===== config.mk =====
export PLATFORM = sky130hd
export DESIGN_NAME = sort_and_remove_duplicates_top_flat
export DESIGN_NICKNAME = d
export VERILOG_FILES = /design/src/rtl/su_pkg.sv /design/src/rtl/su_in_if.sv /design/src/rtl/su_out_if.sv /design/src/rtl/sort_and_remove_duplicates_top.sv /design/src/flat_wrapper.sv
export SDC_FILE = /design/constraint.sdc
export NUM_CORES = 1
export LEC_CHECK = 0
export BUFFER_PORTS_ARGS = -buffer_cell sky130_fd_sc_hd__buf_2
export CAP_MARGIN = 20
export CORE_UTILIZATION = 30
export CTS_CLUSTER_DIAMETER = 150
export CTS_CLUSTER_SIZE = 30
export DETAILED_ROUTE_END_ITERATION = 10
export PLACE_DENSITY = 0.55
export REMOVE_ABC_BUFFERS = 1
export SYNTH_ARGS = -nofsm -noshare
export SYNTH_HDL_FRONTEND = slang
export SYNTH_SLANG_ARGS = --single-unit

===== constraint.sdc =====
create_clock -name clk -period 11.3 [get_ports clk]
set_input_delay 3.39 -clock clk [delete_from_list [all_inputs] [get_ports clk]]
set_output_delay 3.39 -clock clk [all_outputs]
set_load 0.01 [all_outputs]

===== src/rtl/su_pkg.sv =====
`timescale 1ns / 1ps
// ----------------------------------------------------------------------------
// Sort-unique package
// Shared sizes and payload types for the sort-and-remove-duplicates block.
// ----------------------------------------------------------------------------
package su_pkg;

    localparam int CAPACITY = 16;
    localparam int DATA_W   = 32;
    localparam int ADDR_W   = $clog2(CAPACITY);
    localparam int CNT_W    = $clog2(CAPACITY + 1);

    typedef logic signed [DATA_W-1:0] data_t;
    typedef logic [ADDR_W-1:0]        addr_t;
    typedef logic [CNT_W-1:0]         count_t;

endpackage


===== src/rtl/su_in_if.sv =====
`timescale 1ns / 1ps
// ----------------------------------------------------------------------------
// Sort-unique input channel
// Valid/ready channel carrying one list element and its end-of-list mark.
// ----------------------------------------------------------------------------
interface su_in_if;

    logic          valid;
    logic          ready;
    su_pkg::data_t value;
    logic          last_item;

    modport source (output valid, output value, output last_item, input ready);
    modport sink   (input valid, input value, input last_item, output ready);

endinterface


===== src/rtl/su_out_if.sv =====
`timescale 1ns / 1ps
// ----------------------------------------------------------------------------
// Sort-unique result channel
// Valid/ready channel carrying one distinct value with run flags.
// ----------------------------------------------------------------------------
interface su_out_if;

    logic          valid;
    logic          ready;
    su_pkg::data_t value_res;
    logic          last_result;
    logic          overflowed;

    modport source (output valid, output value_res, output last_result,
                    output overflowed, input ready);
    modport sink   (input valid, input value_res, input last_result,
                    input overflowed, output ready);

endinterface


===== src/rtl/sort_and_remove_duplicates_top.sv =====
`timescale 1ns / 1ps
// ----------------------------------------------------------------------------
// Sort and remove duplicates
// Collects a list into a sorted store by insertion, then streams out the
// distinct values in ascending order.
//
//   Channel  | Dir | Payload                                   | Role
//   ---------+-----+-------------------------------------------+--------------
//   items    | in  | value, last_item                          | list elements
//   results  | out | value_res, last_result, overflowed        | distinct vals
//
// An element is inserted by moving each stored entry larger than it up one
// place, each move being one read and one write of the store, which has one
// read port and one write port; the element then lands in the freed entry.
// A full store drops the element and sets the overflow flag.
// After the last element, emission reads the largest entry (S_EMIT_MAXRD,
// S_EMIT_MAXCAP), then steps through the entries in order, skipping repeats,
// with each result held until results takes it.
// items.ready is high only while the block waits for an element.
// Reset clears count, overflow flag and sequencer; the store needs no clearing.
// ----------------------------------------------------------------------------
module sort_and_remove_duplicates_top
(
    input  logic      clk,
    input  logic      rst_n,
    su_in_if.sink     items,
    su_out_if.source  results
);

    typedef enum logic [2:0]
    {
        S_IDLE,
        S_INS_RD,
        S_INS_CMP,
        S_EMIT_MAXRD,
        S_EMIT_MAXCAP,
        S_EMIT_CHK,
        S_OUT
    } state_t;

    localparam su_pkg::count_t CAP_CNT = su_pkg::CNT_W'(su_pkg::CAPACITY);

    state_t          state_reg, state_next;
    su_pkg::addr_t   pos_reg, pos_next;
    su_pkg::addr_t   idx_reg, idx_next;
    su_pkg::count_t  count_reg, count_next;
    logic            ovf_reg, ovf_next;
    logic            last_reg, last_next;
    logic            have_prev_reg, have_prev_next;
    su_pkg::data_t   val_reg, val_next;
    su_pkg::data_t   max_reg, max_next;
    su_pkg::data_t   prev_reg, prev_next;
    su_pkg::data_t   out_val_reg, out_val_next;
    logic            out_last_reg, out_last_next;
    logic            out_ovf_reg, out_ovf_next;

    su_pkg::data_t   store_mem [su_pkg::CAPACITY];
    su_pkg::data_t   rd_data_reg;
    su_pkg::addr_t   rd_addr;
    logic            mem_we;
    su_pkg::addr_t   mem_wa;
    su_pkg::data_t   mem_wd;

    assign items.ready         = (state_reg == S_IDLE);
    assign results.valid       = (state_reg == S_OUT);
    assign results.value_res   = out_val_reg;
    assign results.last_result = out_last_reg;
    assign results.overflowed  = out_ovf_reg;

    always_ff @(posedge clk)
    begin
        if (mem_we)
        begin
            store_mem[mem_wa] <= mem_wd;
        end
        rd_data_reg <= store_mem[rd_addr];
    end

    always_comb
    begin
        state_next     = state_reg;
        pos_next       = pos_reg;
        idx_next       = idx_reg;
        count_next     = count_reg;
        ovf_next       = ovf_reg;
        last_next      = last_reg;
        have_prev_next = have_prev_reg;
        val_next       = val_reg;
        max_next       = max_reg;
        prev_next      = prev_reg;
        out_val_next   = out_val_reg;
        out_last_next  = out_last_reg;
        out_ovf_next   = out_ovf_reg;
        mem_we         = 1'b0;
        mem_wa         = pos_reg;
        mem_wd         = val_reg;
        rd_addr        = '0;

        unique case (state_reg)
            S_IDLE:
            begin
                if (items.valid)
                begin
                    val_next  = items.value;
                    last_next = items.last_item;
                    if (count_reg != CAP_CNT)
                    begin
                        pos_next   = count_reg[su_pkg::ADDR_W-1:0];
                        state_next = S_INS_RD;
                    end
                    else
                    begin
                        ovf_next   = 1'b1;
                        state_next = items.last_item ? S_EMIT_MAXRD : S_IDLE;
                    end
                end
            end
            S_INS_RD:
            begin
                if (pos_reg == '0)
                begin
                    mem_we     = 1'b1;
                    count_next = count_reg + 1'b1;
                    state_next = last_reg ? S_EMIT_MAXRD : S_IDLE;
                end
                else
                begin
                    rd_addr    = pos_reg - 1'b1;
                    state_next = S_INS_CMP;
                end
            end
            S_INS_CMP:
            begin
                mem_we = 1'b1;
                if (rd_data_reg > val_reg)
                begin
                    // shift the larger entry up one place
                    mem_wd     = rd_data_reg;
                    pos_next   = pos_reg - 1'b1;
                    state_next = S_INS_RD;
                end
                else
                begin
                    count_next = count_reg + 1'b1;
                    state_next = last_reg ? S_EMIT_MAXRD : S_IDLE;
                end
            end
            S_EMIT_MAXRD:
            begin
                rd_addr    = su_pkg::ADDR_W'(count_reg - 1'b1);
                state_next = S_EMIT_MAXCAP;
            end
            S_EMIT_MAXCAP:
            begin
                max_next       = rd_data_reg;
                idx_next       = '0;
                have_prev_next = 1'b0;
                state_next     = S_EMIT_CHK;
            end
            S_EMIT_CHK:
            begin
                if (have_prev_reg && (rd_data_reg == prev_reg))
                begin
                    idx_next = idx_reg + 1'b1;
                    rd_addr  = idx_reg + 1'b1;
                end
                else
                begin
                    out_val_next   = rd_data_reg;
                    out_last_next  = (rd_data_reg == max_reg);
                    out_ovf_next   = ovf_reg;
                    prev_next      = rd_data_reg;
                    have_prev_next = 1'b1;
                    state_next     = S_OUT;
                end
            end
            S_OUT:
            begin
                if (results.ready)
                begin
                    if (out_last_reg)
                    begin
                        count_next = '0;
                        ovf_next   = 1'b0;
                        state_next = S_IDLE;
                    end
                    else
                    begin
                        idx_next   = idx_reg + 1'b1;
                        rd_addr    = idx_reg + 1'b1;
                        state_next = S_EMIT_CHK;
                    end
                end
            end
            default:
            begin
                state_next = S_IDLE;
            end
        endcase
    end

    always_ff @(posedge clk or negedge rst_n)
    begin
        if (!rst_n)
        begin
            state_reg     <= S_IDLE;
            count_reg     <= '0;
            ovf_reg       <= 1'b0;
            have_prev_reg <= 1'b0;
            last_reg      <= 1'b0;
            pos_reg       <= '0;
            idx_reg       <= '0;
            out_last_reg  <= 1'b0;
            out_ovf_reg   <= 1'b0;
        end
        else
        begin
            state_reg     <= state_next;
            count_reg     <= count_next;
            ovf_reg       <= ovf_next;
            have_prev_reg <= have_prev_next;
            last_reg      <= last_next;
            pos_reg       <= pos_next;
            idx_reg       <= idx_next;
            out_last_reg  <= out_last_next;
            out_ovf_reg   <= out_ovf_next;
        end
    end

    always_ff @(posedge clk)
    begin
        val_reg     <= val_next;
        max_reg     <= max_next;
        prev_reg    <= prev_next;
        out_val_reg <= out_val_next;
    end

endmodule


===== src/flat_wrapper.sv =====
// flat-port wrapper written by rule: the top's interface ports become plain ports
module sort_and_remove_duplicates_top_flat 
  (clk, rst_n, items_valid, items_value, items_last_item, items_ready, results_valid, results_value_res, results_last_result, results_overflowed, results_ready);
  su_in_if items_i ();
  su_out_if results_i ();
  input  logic clk;
  input  logic rst_n;
  input wire logic [$bits(items_i.valid)-1:0] items_valid;
  input wire logic [$bits(items_i.value)-1:0] items_value;
  input wire logic [$bits(items_i.last_item)-1:0] items_last_item;
  output wire logic [$bits(items_i.ready)-1:0] items_ready;
  output wire logic [$bits(results_i.valid)-1:0] results_valid;
  output wire logic [$bits(results_i.value_res)-1:0] results_value_res;
  output wire logic [$bits(results_i.last_result)-1:0] results_last_result;
  output wire logic [$bits(results_i.overflowed)-1:0] results_overflowed;
  input wire logic [$bits(results_i.ready)-1:0] results_ready;
  assign items_i.valid = items_valid;
  assign items_i.value = items_value;
  assign items_i.last_item = items_last_item;
  assign items_ready = items_i.ready;
  assign results_valid = results_i.valid;
  assign results_value_res = results_i.value_res;
  assign results_last_result = results_i.last_result;
  assign results_overflowed = results_i.overflowed;
  assign results_i.ready = results_ready;
  sort_and_remove_duplicates_top u_core (.clk(clk), .rst_n(rst_n), .items(items_i), .results(results_i));
endmodule

# Yosys cells after proc, flatten, opt, wreduce, memory -nomap -nowiden
# Memory sizes are Yosys's and may differ from the RTL's. A register that Yosys moved wholly into a read port is not among the register bits.
# Index checks and enable logic that the tools add are counted.
[word_totals] wordCells=96 regBits=117 mem_bits_rw=512 mem_count=1 out_inout_bits=36 in_bits=37
[memory_table] memory="u_core.store_mem" depth=16 width=32 read_ports=1 rd_clocked_by_memory_dff=1 wr=1 line_no="sort_and_remove_duplicates_top.sv:57" source="su_pkg::data_t store_mem [su_pkg::CAPACITY];"
[op_classes] n_eq_ne=20 magnitude_cmp=1 bitwise=1 n_mux=41 addsub=4 n_reduce_logical=16
[op_table] op="equality test 32 bit" count=2
[op_table] op="2-to-1 mux 32 bit" count=2
[op_table] op="2-to-1 mux 4 bit" count=10
[op_table] op="greater-than comparator 32 bit" count=1
[op_table] op="2-to-1 mux 3 bit" count=7
[op_table] op="one-hot mux 3 bit (7 select lines)" count=1
[op_table] op="2-to-1 mux 5 bit" count=4
[op_table] op="one-hot mux 4 bit (4 select lines)" count=1
[op_table] op="one-hot mux 5 bit (3 select lines)" count=1
[op_table] op="!= test 2 x 1 -> 1 bit (second input constant)" count=6
[op_table] op="one-hot mux 4 bit (3 select lines)" count=1
[op_table] op="!= test 2 bit (second input constant)" count=5
[op_table] op="AND reduction 5 bit" count=2
[op_table] op="equality test 3 bit (second input constant)" count=3
[op_table] op="2-to-1 mux 1 bit" count=8
[op_table] op="one-hot mux 4 bit (2 select lines)" count=1
[op_table] op="AND reduction 4 bit" count=2
[op_table] op="subtractor 4 x 1 -> 4 bit (second input constant)" count=2
[op_table] op="equality test 3 x 2 -> 1 bit (second input constant)" count=2
[op_table] op="one-hot mux 1 bit (2 select lines)" count=3
[op_table] op="AND reduction 2 bit" count=3
[op_table] op="nonzero test 2 bit" count=3
[op_table] op="nonzero test 3 bit" count=2
[op_table] op="adder 5 x 1 -> 5 bit (second input constant)" count=1
[op_table] op="other kinds (9)" count=10

# Logic depth before layout (Yosys ltp)
# Gate-level depths: netlist of the first run.
[logic_depth] depth_word=5 ltp_mapped=14 depth_no_buf=11

# Worst setup path before layout of the first run
# OpenSTA, ideal clock, no wires.
[synth_path] path_kind="input-to-reg" start="input results_ready" end="register u_core.rd_data_reg[10], read port of u_core.store_mem" setup_ps=134 path_buffers=1 setup_slack_ps=6090 arrival_ps=5076 path_stages=7 cell_sequence="nand3b_1 > nand2_1 > a21oi_2 > clkbuf_1 > mux2i_1 > o22ai_1 > or4_1"
[synth_between] elab_chain_len=2
[synth_rtl] element="from (decl)" line_no="flat_wrapper.sv:16" source="input wire logic [$bits(results_i.ready)-1:0] results_ready;"
[synth_rtl] element="2-to-1 mux 4 bit" line_no="sort_and_remove_duplicates_top.sv:179" source="if (results.ready)"
[synth_rtl] element="one-hot mux 4 bit (4 select lines)" line_no="sort_and_remove_duplicates_top.sv:99" source="unique case (state_reg)"
[synth_rtl] element="to (decl)" line_no="sort_and_remove_duplicates_top.sv:58" source="su_pkg::data_t rd_data_reg;"
# No other way between the ends.
# A chain may end at the register's enable or synchronous reset.

# Final worst setup path of the first run
[layout_path] start="input results_ready" end="register u_core.rd_data_reg[27], read port of u_core.store_mem"
# Same word-level chain as after synthesis.

==> results of run 1 <==
[power breakdown]
part	internal, uW	leakage, uW	total (uW)	switching (uW)
logic	825	0.00464	2170	1350
registers	3200	0.00603	3510	308
clock network	463	0.000371	1190	728
total	4490	0.0110	6870	2380
[through the flow]
step	worst slack, ns	cell area, um^2	TNS [ns]	util	power (uW)
after global placement	4.70	28400	0	0.326	5680
after floorplan	-3.36	26100	-107.46	-	5310
after CTS	5.27	29200	0	0.335	6900
final	5.24	29200	0	0.335	6870
after global routing	5.06	29200	0	0.335	7200
after detailed placement	4.62	28400	0	0.326	5730
[kinds of logic after synthesis]
logic type / after synthesis / synth area share
buffers and inverters: 118 / 0.0221
multiplexers: 263 / 0.0996
AO/OA/AOI/OAI: 239 / 0.0566
XOR/XNOR: 68 / 0.0225
adder cells (fa/ha/maj): 39 / 0.0184
flip-flops: 661 / 0.733
AND/OR/NAND/NOR: 221 / 0.0475
[final timing paths]
path | startpoint | to | cells after the start | slack [ns]
worst min-delay path | u_core.results.overflowed | u_core.results.overflowed | 2 | 0.49
worst max-delay path | results_ready | u_core.rd_data_reg[27] | 9 | 5.24
worst max register to register | u_core.mem_wa[0] | u_core.rd_data_reg[27] | 11 | 6.35
max in group asynchronous | rst_n | u_core.idx_reg[3] | 1 | 8.20
worst min register to register | u_core.results.overflowed | u_core.results.overflowed | 2 | 0.49
min in group asynchronous | rst_n | u_core.results.overflowed | 1 | 2.74
[layout by cell type, fill, tap and decap left out, types with 4 or more instances in the layout]
cell,count
o21ai_0,50
a21o_1,9
nor2b_1,4
nand2_1,53
dfxtp_1,32
mux2_2,4
and2_4,4
clkbuf_1,19
xnor2_1,19
dfrtp_1,21
o21a_1,4
nor3b_1,4
o22ai_1,129
inv_1,45
or3_1,4
buf_4,55
ha_1,39
mux2i_1,259
nand2b_1,7
clkbuf_16,27
nand3_1,9
xor2_1,49
buf_2,72
and2_2,13
and3_1,6
or4_1,34
nor2_1,20
nand4_1,19
nor4_1,18
a21oi_1,21
edfxtp_1,608
nor3_1,7
[metal layers]
layer,track usage,vias to the layer above,routed length (um)
met5,0,-,0
met4,0.0264,0,1070
met3,0.0233,56,5000
met2,0.256,449,33600
met1,0.227,7416,32500
li1,-,6430,-
[worst max-delay path: stages]
cell	delay (ns)
buf_2	0.14
nand3b_1	0.13
nand2_1	0.16
a21oi_4	0.21
buf_12	0.60
buf_12	0.61
mux2i_1	0.28
o22ai_1	0.11
or4_1	0.55
[layout make-up]
type / instances / area (um^2)
Multi-Input combinational cell: 830 / 6550
Inverter: 46 / 173
Clock inverter: 2 / 38.8
Fill cell: 8345 / 58000
Sequential cell: 661 / 19400
Timing Repair Buffer: 129 / 813
Tap cell: 1155 / 1450
Clock buffer: 46 / 747
==> metrics.txt, run 1 <==
status complete, no violations; Die Ht 299 um; number of enable flip-flop cells after synthesis 608; synth unique cells 58; Net count, final 1,770; Max Cap Viol 0; initial antenna violation count 1; worst path arrival time 6.54 ns; clock root cell clkbuf_16; pwr dens around 240 mW/mm^2; synth cell count leaders edfxtp_1, mux2i_1, o22ai_1; Max-slew headroom 0.236; Synth Flop Type edfxtp_1; Pins Over Slew Limit 0; die area ~0.089 mm^2; Final setup viols 0; TritonCTS clock tree done; CTS Buf Count 26; Synth Area per Inst roughly 16 um^2; Routed wire per std cell 25.2 um; final period utilization 0.536; worst hold path class reg2reg; top-area cell type share of the netlist area 0.689; GR Overflow Total 0; setup bufs post-CTS 0; dpl cells 2,821; DR vias 14,351; Syn Inst Count 1,609; Post-CTS Hold Fix Bufs 0; gpl congestion 0.824; antenna cells 0; CTS H-tree depth 1; endpoints failing hold 0; vias in the first global route roughly 14,000; Max VDD drop 268 uV; All-Layer GR Usage 0.158; Fmax achieved approximately 0.17 GHz; Setup crit end kind register; Antenna Violating Nets Remaining 0; post-route minimum period 6.06 ns; Vias/cell between 5 and 6; Slew @ Worst Pin between 1 and 1.5 ns; critical path fanouts, max around 140; Site Rows ~110; first-pass GRT wire length 102 mm; RSZ-0062 raised after global routing false; Lkg Pwr 0.0110 uW; Max Clock Skew 0.0315 ns; dpl hpwl 41.2 mm; Synth area leader edfxtp_1; synthesized flop and latch total 661; Syn-to-layout area delta 10.2%; Top Ports 73; Largest Register u_core.store_mem; CTS sink cnt roughly 660; Setup crit start kind primary input; clock buffer depth 3; DRT Wirelength a little over 70 mm; DR iter-0 viols approximately 1,500; drt pass-1 iters 5; starting density of the core 0.304; total number of yosys warnings 0; Synth area leaders edfxtp_1, mux2i_1, o22ai_1; PortBufs just over 70; max FFs per register 512; Post-Layout Cell Count 2,869; worst skew pair latency 0.61 ns; # resized after CTS 0; share of post-route cells with drive strength above 1 0.116; Post-Syn Area about 0.026 mm^2; clock-pin slew on the worst setup and hold paths 0.12 ns; hold slack 0.489 ns; post-synthesis sequential area ratio 0.733; WS Path Type in2reg; Die W 299 um; pin count of the biggest net entering global routing 137; share of synthesized registers carrying an async set or reset 0.0318; Core Area 0.0872 mm^2; CP required 11.78 ns; top-count cell post-synth edfxtp_1; drt drc 0
No activity file was read; power rests on OpenSTA's default activity.
==> inputs of run 2 (changes only) <==
==> constraint.sdc (replaced) <==
create_clock -name clk -period 6 [get_ports clk]
set_input_delay 1.8 -clock clk [delete_from_list [all_inputs] [get_ports clk]]
set_output_delay 1.8 -clock clk [all_outputs]
set_load 0.01 [all_outputs]
==> run 2 against run 1 <==
Against the previous run: critical path depth grew 1; non-clock buffer count grew 14; worst setup slack lost 3.6 ns; count of clock-buffer cells in the layout is the same; sequential share of layout area shrank 0.19 points; critical path type is now reg2reg; critical endpoint is now u_core.rd_data_reg[2].
==> metrics.txt, run 2 (synthesis results as in run 1) <==
pin count of the biggest net entering global routing 109 (was 137); register area 0.0194 mm^2 (unchanged); Die Ht 299 um (unchanged); share of post-route cells with drive strength above 1 0.122 (was 0.116); vias in the first global route 14,067 (was 13,958); Largest Register u_core.store_mem (unchanged); endpoints failing hold 0 (unchanged); met2 usage 0.255 (was 0.256); Pins Over Slew Limit 0 (unchanged); PnR worst setup slack 1.67 ns (was 5.24 ns); All-Layer GR Usage 0.157 (was 0.158); Routed wire per std cell 25.1 um (was 25.2 um); met1 Usage GRT 0.223 (was 0.227); DR iter-0 viols 1,470 (was 1,540); RSZ-0062 raised after global routing false (unchanged); most frequent cell on the critical path or4_1 (was buf_12); pwr dens 442 mW/mm^2 (was 235 mW/mm^2); PortBufs 72 (unchanged); Max Cap Viol 0 (unchanged); clock buffer depth 3 (unchanged); # resized after CTS 0 (unchanged); worst path arrival time 4.81 ns (was 6.54 ns); status complete, no violations (unchanged); drt pass-1 iters 5 (unchanged); Max stage delay on crit path 0.71 ns (was 0.61 ns); DRT Wirelength 72.2 mm (about the same); dpl hpwl 44.1 mm (was 41.2 mm); first-pass GRT wire length 102 mm (about the same); GR Util met3 0.0234 (was 0.0233); CTS sink cnt 661 (unchanged); DR vias 14,514 (was 14,351); Lkg Pwr 0.0111 uW (was 0.0110 uW); Final setup viols 0 (unchanged); Setup crit end kind register (unchanged); most common cell after layout, fill and taps aside edfxtp_1 (unchanged); gpl congestion 0.833 (was 0.824); clock root cell clkbuf_16 (unchanged); Die W 299 um (unchanged); die area 0.0895 mm^2 (unchanged); total power 12,900 uW (was 6870 uW); Vias/cell 5.03 (was 5.00); final period utilization 0.721; Crit-path slowest cell or3_2 (was buf_12); worst skew pair latency 0.62 ns (was 0.61 ns); worst path cell trace xor2_1, or4_1, nor4_2, nand4_1, and2_1, o21ai_2, or3_2, buf_4, o22ai_1, or4_1 (was buf_2, nand3b_1, nand2_1, a21oi_4, buf_12, buf_12, mux2i_1, o22ai_1, or4_1); drt drc 0 (unchanged); CP required 6.48 ns (was 11.78 ns); WS Path Type reg2reg (was in2reg); commonest non-fill, non-tap cells in the layout edfxtp_1, mux2i_1, o22ai_1 (unchanged); Core Area 0.0872 mm^2 (unchanged); CTS H-tree depth 1 (unchanged); Net count, final 1,784 (was 1,770); worst hold path class reg2reg (unchanged); Syn-to-layout area delta 10.5% (was 10.2%); r2r setup slk 1.67 ns (was 6.35 ns); Slew @ Worst Pin 1.01 ns (was 1.15 ns); TritonCTS clock tree done (unchanged); critical path fanouts, max 23 (was 136); Setup crit start kind register (was primary input); Max-slew headroom 0.324 (was 0.236); Top Ports 73 (unchanged); FILL cells 8,369 (was 8,345); Max Clock Skew 0.0435 ns (was 0.0315 ns); Post-CTS Hold Fix Bufs 0 (unchanged); Max VDD drop 341 uV (was 268 uV); post-layout instance area 0.0293 mm^2 (was 0.0292 mm^2); Fmax achieved about 0.23 GHz; max FFs per register 512 (unchanged); initial antenna violation count 1 (unchanged); post-route minimum period 4.33 ns; clock-pin slew on the worst setup and hold paths 0.12 ns (about the same); setup bufs post-CTS 0 (unchanged); area of the multi-input gates 0.00655 mm^2 (about the same); DP Area 0.0285 mm^2 (was 0.0284 mm^2); antenna cells 0 (unchanged); Antenna Violating Nets Remaining 0 (unchanged); CTS Buf Count 26 (unchanged); Site Rows 108 (unchanged); starting density of the core 0.304 (unchanged); GR Overflow Total 0 (unchanged); busiest grt layer met2 (unchanged); dpl ws 1.55 ns (was 4.62 ns)
==> run 2: changes by cell type in the layout (fill, tap and decap cells not counted), sizes merged <==
cell,previous run,this run
buf,129,143
==> run 2: routing by layer <==
metal,vias up,part of all wire
li1,6472,-
met1,7567,0.46
met2,409,0.47
met3,64,0.058
met4,2,0.018
met5,-,0.00018
==> run 2: path summary, 6_finish.rpt <==
check / startpoint / to / cells after the start
worst min register to register: u_core.results.overflowed / u_core.results.overflowed / 2
worst max register to register: u_core.rd_data_reg[23] / u_core.rd_data_reg[2] / 10
worst min-delay path: u_core.results.overflowed / u_core.results.overflowed / 2
min in group asynchronous: rst_n / u_core.state_reg[0] / 1
max in group asynchronous: rst_n / u_core.mem_wa[2] / 1
worst max-delay path: u_core.rd_data_reg[23] / u_core.rd_data_reg[2] / 10
==> run 2: worst max-delay path, delay by kind of cell (launching register included) <==
family,cells,cell delay [ns]
simple gates,6,2.69
flops,1,0.53
compound gates,2,0.43
buf+inv,1,0.35
xor+xnor,1,0.16
==> run 2: power breakdown <==
part           internal [uW]  switching (uW)
registers               6030             520
clock network            849            1370
logic                   1570            2590
total                   8450            4480
==> run 2: layout make-up <==
| type | count | share of cell area |
|---|---|---|
| flip-flops and latches | 661 | 0.663 |
| inverters | 46 | 0.00590 |
| repair buffers | 143 | 0.0313 |
| well taps | 1155 | 0.0494 |
| clock buffers | 46 | 0.0248 |
| multi-input cells | 830 | 0.224 |
| clock inverters | 2 | 0.00158 |
==> run 2: metrics by stage <==
step                      cells  hold slack [ns]  setup TNS (ns)  utilization
after floorplan            1537            0.439         -226.18            -
after global routing       2883            0.532               0        0.336
after detailed placement   2834            0.482               0        0.327
after global placement     2834            0.463               0        0.327
final                      2883            0.495               0        0.336
after CTS                  2882            0.508               0        0.336
==> inputs of run 3 (changes only) <==
==> constraint.sdc (replaced) <==
create_clock -name clk -period 4.2 [get_ports clk]
set_input_delay 1.26 -clock clk [delete_from_list [all_inputs] [get_ports clk]]
set_output_delay 1.26 -clock clk [all_outputs]
set_load 0.01 [all_outputs]
==> run 3 against run 2 <==
Against the previous run: non-clock buffer count rose by 33; register-to-register slack got worse by 1.5 ns; critical endpoint is now u_core.rd_data_reg[6]; largest power group unchanged; clock power rose by 45%.
==> metrics.txt, run 3 (synthesis results as in run 1) <==
dpl hpwl 45.9 mm (was 44.1 mm); initial antenna violation count 0 (was 1); Site Rows 108 (unchanged); Vias/cell 5.00 (was 5.03); vias in the first global route 14,169 (was 14,067); worst hold path class reg2reg (unchanged); Lkg Pwr 0.0114 uW (was 0.0111 uW); post-route minimum period 4.04 ns (was 4.33 ns); Pins Over Slew Limit 0 (unchanged); CP required 4.69 ns (was 6.48 ns); clock buffer depth 3 (unchanged); Fmax achieved 0.247 GHz (was 0.231 GHz); TritonCTS clock tree done (unchanged); first-pass GRT wire length 102 mm (about the same); RR Startpoint u_core.prev_reg[2] (was u_core.rd_data_reg[23]); clock-pin slew on the worst setup and hold paths 0.12 ns (about the same); final period utilization 0.962 (was 0.721); gpl congestion 0.863 (was 0.833); Max Clock Skew 0.0214 ns (was 0.0435 ns); share of post-route cells with drive strength above 1 0.139 (was 0.122); Worst Setup SP u_core.prev_reg[2] (was u_core.rd_data_reg[23]); clock share of power 0.171 (was 0.172); Worst Min Path Start u_core.ovf_reg (was u_core.results.overflowed); r2r setup slk 0.16 ns (was 1.67 ns); Max-slew headroom 0.329 (was 0.324); Final setup viols 0 (unchanged); hold slack 0.504 ns (was 0.495 ns); Sequential Power Share 0.486 (was 0.507); Die W 299 um (unchanged); worst reg2reg path depth 9 (was 10); dpl ws 0.244 ns (was 1.55 ns); endpoints failing hold 0 (unchanged); Routed wire per std cell 24.7 um (was 25.1 um); Max Cap Viol 0 (unchanged); commonest non-fill, non-tap cells in the layout edfxtp_1, mux2i_1, o22ai_1 (unchanged); DRT Wirelength 72.0 mm (was 72.2 mm); Die Ht 299 um (unchanged); M1 WL 33.2 mm (was 32.9 mm); Internal 12,400 uW (was 8450 uW); Largest Register u_core.store_mem (unchanged); Setup crit start kind register (unchanged); Slew @ Worst Pin 0.999 ns (was 1.01 ns); pin count of the biggest net entering global routing 51 (was 109); die area 0.0895 mm^2 (unchanged); RSZ-0062 raised after global routing false (unchanged); status complete, no violations (unchanged); Max VDD drop 344 uV (was 341 uV); uppermost layer routed met4 (was met5); clock root cell clkbuf_16 (unchanged); routed wl met3 4.19 mm (was 4.15 mm); Top Ports 73 (unchanged); CTS H-tree depth 1 (unchanged); All-Layer GR Usage 0.157 (about the same); Core Area 0.0872 mm^2 (unchanged); Net count, final 1,817 (was 1,784); max FFs per register 512 (unchanged); Antenna Violating Nets Remaining 0 (unchanged); DR iter-0 viols 1,462 (was 1,470); antenna cells 0 (unchanged); CTS Buf Count 26 (unchanged); setup bufs post-CTS 0 (unchanged); Syn-to-layout area delta 12.5% (was 10.5%); Setup TNS Final 0 ns (unchanged); drt drc 0 (unchanged); critical path fanouts, max 18 (was 23); GR Overflow Total 0 (unchanged); Post-Layout Cell Count 2,916 (was 2,883); PortBufs 72 (unchanged); drt pass-1 iters 5 (unchanged); CTS sink cnt 661 (unchanged); total power 18,900 uW (was 12,900 uW); worst skew pair latency 0.62 ns (about the same); WL met2 33.5 mm (was 33.9 mm); hold path depth 2 (unchanged); Sw Pwr 6530 uW (was 4480 uW); # resized after CTS 0 (unchanged); starting density of the core 0.304 (unchanged); combinational cell fraction of total power 0.343 (was 0.322); DR vias 14,571 (was 14,514); Post-CTS Hold Fix Bufs 0 (unchanged); sw frac 0.345 (was 0.346); PnR worst setup slack 0.158 ns (was 1.67 ns); WS Path Type reg2reg (unchanged); Setup crit end kind register (unchanged); worst path arrival time 4.53 ns (was 4.81 ns); pwr dens 635 mW/mm^2 (was 442 mW/mm^2); most common cell after layout, fill and taps aside edfxtp_1 (unchanged); dpl cells 2,868 (was 2,834)
run 3: worst max-delay path: stages, from the launching register on:
cell       delay [ns]
edfxtp_1         0.43
xor2_1           0.20
or4_1            0.58
nor4_2           0.37
nand4_1          0.28
and2_1           0.39
o2111ai_4        0.75
buf_12           0.28
o22ai_1          0.11
or4_1            0.49
run 3: path summary, 6_finish.rpt:
kind	to
worst max-delay path	u_core.rd_data_reg[6]
max in group asynchronous	u_core.count_reg[0]
worst min register to register	u_core.results.overflowed
worst max register to register	u_core.rd_data_reg[6]
min in group asynchronous	u_core.count_reg[2]
worst min-delay path	u_core.results.overflowed
run 3: layout make-up:
cell class	count	area [um^2]
clock buffers	46	747
clock inverters	2	32.5
fillers	8313	57400
inverters	46	173
multi-input cells	830	6550
flip-flops and latches	661	19400
well taps	1155	1450
repair buffers	176	1430
run 3: layer usage:
| metal | vias up | track usage |
|---|---|---|
| met5 | - | 0 |
| met4 | 0 | 0.0270 |
| met3 | 51 | 0.0253 |
| met2 | 396 | 0.252 |
| met1 | 7595 | 0.225 |
| li1 | 6529 | - |
run 3: power by group through the flow:
stage	Clock, uW	Combinational (uW)	Sequential, uW
after floorplan	0	3740	9280
after CTS	3300	6520	9200
after global placement	0	6360	9320
after detailed placement	0	6500	9340
after global routing	3510	7010	9270
final	3230	6480	9200
run 3: per-stage QoR:
| step | cell area [um^2] | util |
|---|---|---|
| after global routing | 29800 | 0.342 |
| after global placement | 29000 | 0.333 |
| after floorplan | 26100 | - |
| after CTS | 29800 | 0.342 |
| final | 29800 | 0.342 |
| after detailed placement | 29000 | 0.333 |
